`config.mk`:
```
export PLATFORM = sky130hd
export DESIGN_NAME = feature_token_hasher_unit
export DESIGN_NICKNAME = d
export VERILOG_FILES = /design/src/rtl/fth_pkg.sv /design/src/rtl/fth_in_stage.sv /design/src/rtl/fth_core.sv /design/src/rtl/fth_out_stage.sv /design/src/rtl/feature_token_hasher_unit.sv
export VERILOG_INCLUDE_DIRS = /design/src /design/src/rtl
export SDC_FILE = /design/constraint.sdc
export NUM_CORES = 1
export LEC_CHECK = 0
export ABC_AREA = 1
export BUFFER_PORTS_ARGS = -buffer_cell sky130_fd_sc_hd__buf_2
export CAP_MARGIN = 20
export CORE_AREA = 10 10 122 124
export DETAILED_ROUTE_END_ITERATION = 7
export DIE_AREA = 0 0 132 134
export PLACE_DENSITY = 0.65
export SLEW_MARGIN = 10
export SYNTH_ARGS = -nofsm -noshare
export SYNTH_HDL_FRONTEND = slang
export SYNTH_HIERARCHICAL = 1
export SYNTH_SLANG_ARGS = --single-unit
```
`constraint.sdc`:
```
create_clock -name clk_i -period 8.5 [get_ports clk_i]
set_input_delay 1.7 -clock clk_i [delete_from_list [all_inputs] [get_ports clk_i]]
set_output_delay 1.7 -clock clk_i [all_outputs]
set_load 0.005 [all_outputs]
```
`src/rtl/feature_token_hasher_unit_macros.svh`:
```
// Assertion macros used by the token hasher core.
// Each macro expects clk_i and rst_ni to exist in the module that uses it.
`ifndef FEATURE_TOKEN_HASHER_UNIT_MACROS_SVH
`define FEATURE_TOKEN_HASHER_UNIT_MACROS_SVH

// Same-cycle implication, checked while out of reset.
`define FTH_ASSERT_IMP(name, ante, cons, msg) \
  name: assert property (@(posedge clk_i) disable iff (!rst_ni) (ante) |-> (cons)) \
    else $error(msg);

// Next-cycle implication, checked while out of reset.
`define FTH_ASSERT_NEXT(name, ante, cons, msg) \
  name: assert property (@(posedge clk_i) disable iff (!rst_ni) (ante) |=> (cons)) \
    else $error(msg);

`endif

```
`src/rtl/fth_pkg.sv`:
```
// Package for the feature token hasher: request and result payload types.
// No dependencies; imported by every module of the block.
`default_nettype none

package fth_pkg;

  localparam int unsigned BYTE_W = 8;
  localparam int unsigned FEAT_W = 18;
  localparam logic [BYTE_W-1:0] DELIM_RESET = 8'd32;

  // One request: a byte of the line and its end-of-line flag.
  typedef struct packed {
    logic [BYTE_W-1:0] data_byte;
    logic              line_last;
  } fth_in_t;

  // One result: an optional feature and the line label.
  typedef struct packed {
    logic              feature_valid;
    logic [FEAT_W-1:0] feature_index;
    logic              line_end;
    logic              label_positive;
  } fth_out_t;

endpackage

`default_nettype wire

```
`src/rtl/fth_in_stage.sv`:
```
// Input register of the token hasher: holds one request for the core.
// Depends on fth_pkg for the request type.
`default_nettype none

module fth_in_stage (
  input  wire logic           clk_i,
  input  wire logic           rst_ni,
  input  wire logic           in_valid_i,
  output logic                in_ready_o,
  input  wire fth_pkg::fth_in_t in_data_i,
  input  wire logic           take_i,
  output logic                valid_o,
  output fth_pkg::fth_in_t    data_o
);
  import fth_pkg::*;

  logic    valid_q, valid_d;
  fth_in_t data_q;
  logic    in_fire;

  // The slot frees up in the same cycle that the core consumes it.
  assign in_ready_o = !valid_q || take_i;
  assign in_fire    = in_valid_i && in_ready_o;

  always_comb begin
    valid_d = valid_q;
    if (in_fire) begin
      valid_d = 1'b1;
    end else if (take_i) begin
      valid_d = 1'b0;
    end
  end

  always_ff @(posedge clk_i or negedge rst_ni) begin
    if (!rst_ni) begin
      valid_q <= 1'b0;
    end else begin
      valid_q <= valid_d;
    end
  end

  // Payload register, loaded on each accepted request.
  always_ff @(posedge clk_i) begin
    if (in_fire) begin
      data_q <= in_data_i;
    end
  end

  assign valid_o = valid_q;
  assign data_o  = data_q;

endmodule

`default_nettype wire

```
`src/rtl/fth_core.sv`:
```
// Tokenizer and hash core: line state registers and the per-byte update.
// Depends on fth_pkg and the assertion macros header.
`default_nettype none
`include "feature_token_hasher_unit_macros.svh"

module fth_core #(
  parameter int unsigned IndexBits = 18
) (
  input  wire logic             clk_i,
  input  wire logic             rst_ni,
  input  wire logic [7:0]       delim_i,
  input  wire logic             fire_i,
  input  wire fth_pkg::fth_in_t req_i,
  output logic                  res_valid_o,
  output fth_pkg::fth_out_t     res_o
);
  import fth_pkg::*;

  localparam int unsigned HashSeed = 17;
  localparam logic [7:0] NS_MARK  = 8'h7C;
  localparam logic [7:0] CH_ZERO  = 8'h30;
  localparam logic [7:0] CH_ONE   = 8'h31;
  localparam logic [7:0] CH_NINE  = 8'h39;
  localparam logic [7:0] CH_PLUS  = 8'h2B;
  localparam logic [7:0] CH_SPACE = 8'h20;
  localparam logic [7:0] CH_TAB   = 8'h09;
  localparam logic [7:0] CH_CR    = 8'h0D;
  localparam logic [IndexBits-1:0] SEED = IndexBits'(HashSeed);

  function automatic logic is_ws(logic [7:0] b);
    return (b == CH_SPACE) || (b >= CH_TAB && b <= CH_CR);
  endfunction

  function automatic logic is_digit(logic [7:0] b);
    return (b >= CH_ZERO) && (b <= CH_NINE);
  endfunction

  // Label is positive when the first two bytes read as the integer 1.
  function automatic logic label_of_head(logic [1:0] cnt, logic [7:0] b0, logic [7:0] b1);
    logic lbl;
    lbl = 1'b0;
    if (cnt == 2'd1) begin
      lbl = (b0 == CH_ONE);
    end else if (cnt == 2'd2) begin
      lbl = ((b0 == CH_ONE) && !is_digit(b1)) ||
            ((b1 == CH_ONE) && ((b0 == CH_ZERO) || (b0 == CH_PLUS) || is_ws(b0)));
    end
    return lbl;
  endfunction

  logic [IndexBits-1:0] hash_q, hash_d, seed_q, seed_d;
  logic                 inside_q, inside_d, is_ns_q, is_ns_d;
  logic                 pending_q, pending_d, halted_q, halted_d;
  logic [7:0]           head0_q, head0_d, head1_q, head1_d;
  logic [1:0]           head_cnt_q, head_cnt_d;

  logic [7:0]           c;
  logic                 last, live, is_zero, is_delim, fold, start, close, feat;
  logic [IndexBits-1:0] hash_base, hash_fold, hash_n, ext;
  logic                 inside_n, is_ns_n;
  logic [1:0]           head_cnt_n;
  logic [7:0]           head0_n, head1_n;
  logic                 res_plain, line_idle;

  // Byte classification.
  assign c        = req_i.data_byte;
  assign last     = req_i.line_last;
  assign live     = !halted_q;
  assign is_zero  = (c == 8'd0);
  assign is_delim = (c == delim_i);
  assign fold     = live && !is_zero && !is_delim;
  assign start    = fold && !inside_q;
  assign ext      = IndexBits'($signed(c));

  // Hash fold: h*31 + c as a shift, a subtract and an add.
  always_comb begin
    if (start) begin
      hash_base = (c == NS_MARK) ? SEED : seed_q;
    end else begin
      hash_base = hash_q;
    end
    hash_fold = (hash_base << 5) - hash_base + ext;
    hash_n    = fold ? hash_fold : hash_q;
    inside_n  = inside_q || start;
    is_ns_n   = start ? (c == NS_MARK) : is_ns_q;
  end

  // Token close on delimiter, zero byte or end of line.
  assign close = inside_n && ((live && (is_zero || is_delim)) || last);
  assign feat  = close && !is_ns_n && !pending_q;

  // Capture of the first two bytes of the line for the label.
  always_comb begin
    head0_n    = head0_q;
    head1_n    = head1_q;
    head_cnt_n = head_cnt_q;
    if (live && !is_zero && head_cnt_q != 2'd2) begin
      if (head_cnt_q == 2'd0) begin
        head0_n = c;
      end else begin
        head1_n = c;
      end
      head_cnt_n = head_cnt_q + 2'd1;
    end
  end

  // Result of this byte.
  always_comb begin
    res_valid_o          = feat || last;
    res_o.feature_valid  = feat;
    res_o.feature_index  = feat ? FEAT_W'(hash_n) : '0;
    res_o.line_end       = last;
    res_o.label_positive = last ? label_of_head(head_cnt_n, head0_n, head1_n) : 1'b0;
  end

  // Next line state; everything returns to its start value after the last byte.
  always_comb begin
    hash_d     = hash_q;
    seed_d     = seed_q;
    inside_d   = inside_q;
    is_ns_d    = is_ns_q;
    pending_d  = pending_q;
    halted_d   = halted_q;
    head0_d    = head0_q;
    head1_d    = head1_q;
    head_cnt_d = head_cnt_q;
    if (fire_i) begin
      if (last) begin
        hash_d     = SEED;
        seed_d     = SEED;
        inside_d   = 1'b0;
        is_ns_d    = 1'b0;
        pending_d  = 1'b1;
        halted_d   = 1'b0;
        head0_d    = '0;
        head1_d    = '0;
        head_cnt_d = '0;
      end else begin
        hash_d     = hash_n;
        inside_d   = inside_n && !close;
        is_ns_d    = is_ns_n;
        halted_d   = halted_q || (live && is_zero);
        head0_d    = head0_n;
        head1_d    = head1_n;
        head_cnt_d = head_cnt_n;
        if (close && is_ns_n) begin
          seed_d = hash_n;
        end
        if (close && !is_ns_n) begin
          pending_d = 1'b0;
        end
      end
    end
  end

  always_ff @(posedge clk_i or negedge rst_ni) begin
    if (!rst_ni) begin
      hash_q     <= SEED;
      seed_q     <= SEED;
      inside_q   <= 1'b0;
      is_ns_q    <= 1'b0;
      pending_q  <= 1'b1;
      halted_q   <= 1'b0;
      head0_q    <= '0;
      head1_q    <= '0;
      head_cnt_q <= '0;
    end else begin
      hash_q     <= hash_d;
      seed_q     <= seed_d;
      inside_q   <= inside_d;
      is_ns_q    <= is_ns_d;
      pending_q  <= pending_d;
      halted_q   <= halted_d;
      head0_q    <= head0_d;
      head1_q    <= head1_d;
      head_cnt_q <= head_cnt_d;
    end
  end

  // Terms for the checks below: a consumed result that does not end the line,
  // and the line state at its start value.
  assign res_plain = fire_i && res_valid_o && !res_o.line_end;
  assign line_idle = !inside_q && pending_q && !halted_q && (head_cnt_q == 2'd0);

  // A result without line end must carry a feature.
  `FTH_ASSERT_IMP(a_res_has_cause, res_plain, res_o.feature_valid, "result without cause")
  // The line state is back at its start after the last byte of a line.
  `FTH_ASSERT_NEXT(a_line_clear, fire_i && last, line_idle, "line state not cleared")
  // After a zero byte no token may be open.
  `FTH_ASSERT_IMP(a_halt_closed, halted_q, !inside_q, "token open after zero byte")

endmodule

`default_nettype wire

```
`src/rtl/fth_out_stage.sv`:
```
// Output register of the token hasher: holds one result until taken.
// Depends on fth_pkg for the result type.
`default_nettype none

module fth_out_stage (
  input  wire logic              clk_i,
  input  wire logic              rst_ni,
  input  wire logic              load_i,
  input  wire fth_pkg::fth_out_t data_i,
  output logic                   can_take_o,
  output logic                   out_valid_o,
  input  wire logic              out_ready_i,
  output fth_pkg::fth_out_t      out_data_o
);
  import fth_pkg::*;

  logic     valid_q, valid_d;
  fth_out_t data_q;

  // A new result may enter when the slot is empty or is read this cycle.
  assign can_take_o = !valid_q || out_ready_i;

  always_comb begin
    valid_d = valid_q;
    if (load_i) begin
      valid_d = 1'b1;
    end else if (out_ready_i) begin
      valid_d = 1'b0;
    end
  end

  always_ff @(posedge clk_i or negedge rst_ni) begin
    if (!rst_ni) begin
      valid_q <= 1'b0;
    end else begin
      valid_q <= valid_d;
    end
  end

  // Result payload register.
  always_ff @(posedge clk_i) begin
    if (load_i) begin
      data_q <= data_i;
    end
  end

  assign out_valid_o = valid_q;
  assign out_data_o  = data_q;

endmodule

`default_nettype wire

```
`src/rtl/feature_token_hasher_unit.sv`:
```
// Top level of the feature token hasher: delimiter register and the three stages.
// Depends on fth_pkg, fth_in_stage, fth_core and fth_out_stage.
//
//   Port group  Direction  Handshake            Payload
//   in_*        request    in_valid/in_ready    fth_in_t (data_byte, line_last)
//   out_*       result     out_valid/out_ready  fth_out_t (feature, line end, label)
//   cfg_*       write      cfg_we, no wait      delimiter byte
//
// One byte is taken every cycle while the result register has room; a result passes
// from the input register through the single hash fold h*31 + c into the result register.
// Bytes that finish no token and do not end the line give no result.
// Reset clears the delimiter to a space and the line state to its start.
// A stalled result register holds the input register, which then holds the request port.
`default_nettype none

module feature_token_hasher_unit #(
  parameter int unsigned INDEX_BITS = 18
) (
  input  wire logic              clk_i,
  input  wire logic              rst_ni,
  input  wire logic              in_valid_i,
  output logic                   in_ready_o,
  input  wire fth_pkg::fth_in_t  in_data_i,
  output logic                   out_valid_o,
  input  wire logic              out_ready_i,
  output fth_pkg::fth_out_t      out_data_o,
  input  wire logic              cfg_we_i,
  input  wire logic [7:0]        cfg_wdata_i
);
  import fth_pkg::*;

  logic [7:0] delim_q;
  logic       s1_valid, fire, out_can_take, res_valid;
  fth_in_t    s1_data;
  fth_out_t   res;

  // Delimiter configuration register.
  always_ff @(posedge clk_i or negedge rst_ni) begin
    if (!rst_ni) begin
      delim_q <= DELIM_RESET;
    end else if (cfg_we_i) begin
      delim_q <= cfg_wdata_i;
    end
  end

  // The core consumes the held request when the result register has room.
  assign fire = s1_valid && out_can_take;

  fth_in_stage u_in (
    .clk_i      (clk_i),
    .rst_ni     (rst_ni),
    .in_valid_i (in_valid_i),
    .in_ready_o (in_ready_o),
    .in_data_i  (in_data_i),
    .take_i     (fire),
    .valid_o    (s1_valid),
    .data_o     (s1_data)
  );

  fth_core #(
    .IndexBits (INDEX_BITS)
  ) u_core (
    .clk_i       (clk_i),
    .rst_ni      (rst_ni),
    .delim_i     (delim_q),
    .fire_i      (fire),
    .req_i       (s1_data),
    .res_valid_o (res_valid),
    .res_o       (res)
  );

  fth_out_stage u_out (
    .clk_i       (clk_i),
    .rst_ni      (rst_ni),
    .load_i      (fire && res_valid),
    .data_i      (res),
    .can_take_o  (out_can_take),
    .out_valid_o (out_valid_o),
    .out_ready_i (out_ready_i),
    .out_data_o  (out_data_o)
  );

endmodule

`default_nettype wire
```
==> qor.txt <==
area grow syn2layout -> 10.0%
CP Class -> register to register
worst path arrival time -> 5.20 ns
cts hold-fix bufs -> 0
Post-Synthesis Cells -> 759
most common cell after layout, fill and taps aside -> nand2_1
Worst slew margin -> 0.409
highest metal used -> met4
pwr dens -> 454 mW/mm2
DIE AREA -> 0.0177 mm2
CTS Sinks -> 98
layout net count -> 854
I/O pins -> 45
Worst Tran Pin Value -> 0.887 ns
remaining routing DRC violations -> 0
Post CTS Setup Buffer Count -> 0
CP Capture Type -> register
CTS max path bufs -> 2
Fin Setup TNS -> 0 ns
met3 WL -> 979 um
largest net degree at the start of global routing -> 69
area of the core -> 0.0125 mm2
DIE HEIGHT -> 134 um
met1 wire length -> 6.43 mm
initial DRC count -> 476
period utilization -> 0.601
max cap viols -> 0
first-pass GRT wire length -> 26.2 mm
WL final -> 16.2 mm
RSZ-0062 raised after global routing -> no
outcome -> complete, no violations
Mapped Avg Cell Area -> 8.09 um2
setup slack after layout -> 3.39 ns
most frequent cells in the layout -> 208 x nand2_1, 114 x inv_1, 79 x o21ai_0, 62 x dfrtp_1, 44 x buf_2
Post-CTS Resized -> 0
Max Slew Vio Count -> 0
skew final -> 0.00765 ns
Netlist cell types -> 42
CP Data Required Time -> 8.59 ns
Hold WC Path Type -> register to register
sequential share of the synthesized area -> 0.425
FMAX -> 196 MHz
Tmin final -> 5.11 ns
TritonCTS clock tree -> yes
vias in the first global route -> 5,329
Final Setup Violations -> 0
adder-cell share of the synthesized area -> 0.0893
Clock Root Buffer -> clkbuf_16
Total GRT Usage -> 0.184
maximum vdd drop -> 0.211 mV
Port Buffers -> 44
synth warn -> 6
total CTS buffers -> 9
Routed WL per cell -> 16.7 um
htree depth -> 3
xor/xnor share of the synthesized area -> 0.0171
dpl ws -> 3.47 ns
Worst-path clk slew -> 0.06 ns
post-synthesis net count -> 817
FP Rows -> 41
final-report hold violation count -> 0
met2 wire len -> 8.10 mm
Die W -> 132 um
main combinational cell family by area after synthesis -> simple AND/OR/NAND/NOR gates
Antenna diodes -> 0
flops & latches, synth -> 98
post-synthesis mux area share -> 0
total number of vias -> 5,316
DP Wirelength -> 12.4 mm
clk_lat worst skew -> 0.35 ns
Synth Area in Compound Gates -> 0.128
GRT overflow -> 0
Leakage -> 3.32 nW
Synth Area in Simple Gates -> 0.243
Max FO, Critical Path -> 12
antenna viol nets, final -> 0
layout cells sized above 1 -> 0.142
Worst setup SP type -> register
drt via density -> 5.46
initial antenna violation count -> 0
Placer Congestion -> 0.962
Starting Density -> 0.492
drt pass-1 iters -> 5
Cell Area, Synth -> 0.00614 mm2
routing by layer:
| metal | vias up | global-route usage |
|---|---|---|
| met4 | 0 | 0.105 |
| met2 | 200 | 0.310 |
| met1 | 2550 | 0.215 |
| met3 | 49 | 0.0351 |
| li1 | 2517 | - |
| met5 | - | 0 |
path summary, 6_finish.rpt:
kind,startpoint,to,slack [ns],cells past startpoint
worst max register to register,u_in/data_o[8],u_out/out_data_o[13],3.39,26
worst min register to register,delim_q[5],delim_q[5],0.47,2
max in group asynchronous,rst_ni,delim_q[1],6.36,2
worst min-delay path,delim_q[5],delim_q[5],0.47,2
min in group asynchronous,rst_ni,u_core/hash_q[9],1.54,2
worst max-delay path,u_in/data_o[8],u_out/out_data_o[13],3.39,26
final cells by class:
type | count | area [um2]
multi-input cells | 516 | 2930
flip-flops and latches | 98 | 2610
clock buffers | 10 | 239
well taps | 172 | 215
inverters | 122 | 460
repair buffers | 49 | 265
fillers | 1146 | 5710
clock inverters | 6 | 32.5
cells in the mapped netlist (all sizes together):
master	instances	area (um2)
edfxtp	30	901
o211ai	1	7.51
nand2	216	846
buf	9	85.1
dfrtp	62	1550
nor3	4	31.3
o22ai	17	106
nand3	34	188
a21o	1	7.51
a21oi	23	115
a31oi	1	6.26
a22oi	8	60.1
nor2	58	334
clkbuf	14	52.6
o31ai	2	15.0
xnor2	8	70.1
a31o	1	8.76
dfstp	6	158
o21ai	83	427
or2	8	50.1
nand4	7	43.8
a22o	1	8.76
fa	13	260
ha	23	288
xor2	4	35.0
o21bai	3	22.5
inv	122	460
kinds of logic after synthesis:
family                   count (synthesis)
buffers and inverters                  145
flip-flops                              98
adder cells (fa/ha/maj)                 36
XOR/XNOR                                12
AO/OA/AOI/OAI                          141
AND/OR/NAND/NOR                        327
power breakdown:
part / internal, mW / total [mW] / switching (mW)
sequential: 0.654 / 0.735 / 0.0806
combinational: 0.645 / 1.96 / 1.31
clock: 0.203 / 0.372 / 0.169
sequential cells by signal, summed over array words and instances (netlist names):
name,count
u_core/seed_q,18
u_core/hash_q,18
u_in/data_o,9
u_core/halted_q,1
delim_q,8
u_core/head1_q,8
u_core/inside_q,1
u_core/pending_q,1
u_core/head0_q,8
u_out/out_data_o,21
u_in/valid_o,1
u_core/head_cnt_q,2
u_core/is_ns_q,1
u_out/out_valid_o,1
worst max-delay path, stage by stage (launching register included):
cell and delay [ns]:
edfxtp_1 0.68, inv_2 0.25, nand3_2 0.17, nor2_4 0.07, nor2_8 0.15, nand3_4 0.17, nor2_4 0.27, inv_2 0.13
o22ai_1 0.29, inv_1 0.09, ha_1 0.18, inv_1 0.05, ha_1 0.15, inv_1 0.06, fa_1 0.39, o21ai_0 0.40
nand2_1 0.15, nand2_1 0.09, nand2_1 0.07, o21ai_0 0.32, nand3_1 0.15, nand3_1 0.10, nand2_1 0.06, nand3_1 0.11
o21ai_0 0.15, inv_1 0.10, nor2_1 0.04
per-stage QoR:
step	utilization	hold WS, ns	instances	power (mW)	instance area [um2]
final	0.542	0.474	973	3.06	6760
after global routing	0.542	0.489	973	3.32	6760
after global placement	0.518	0.463	955	2.61	6460
after detailed placement	0.518	0.470	955	2.65	6460
after floorplan	-	0.442	759	2.14	6140
after CTS	0.540	0.477	971	3.04	6730
Note: power is estimated with default switching activity, not from simulation.
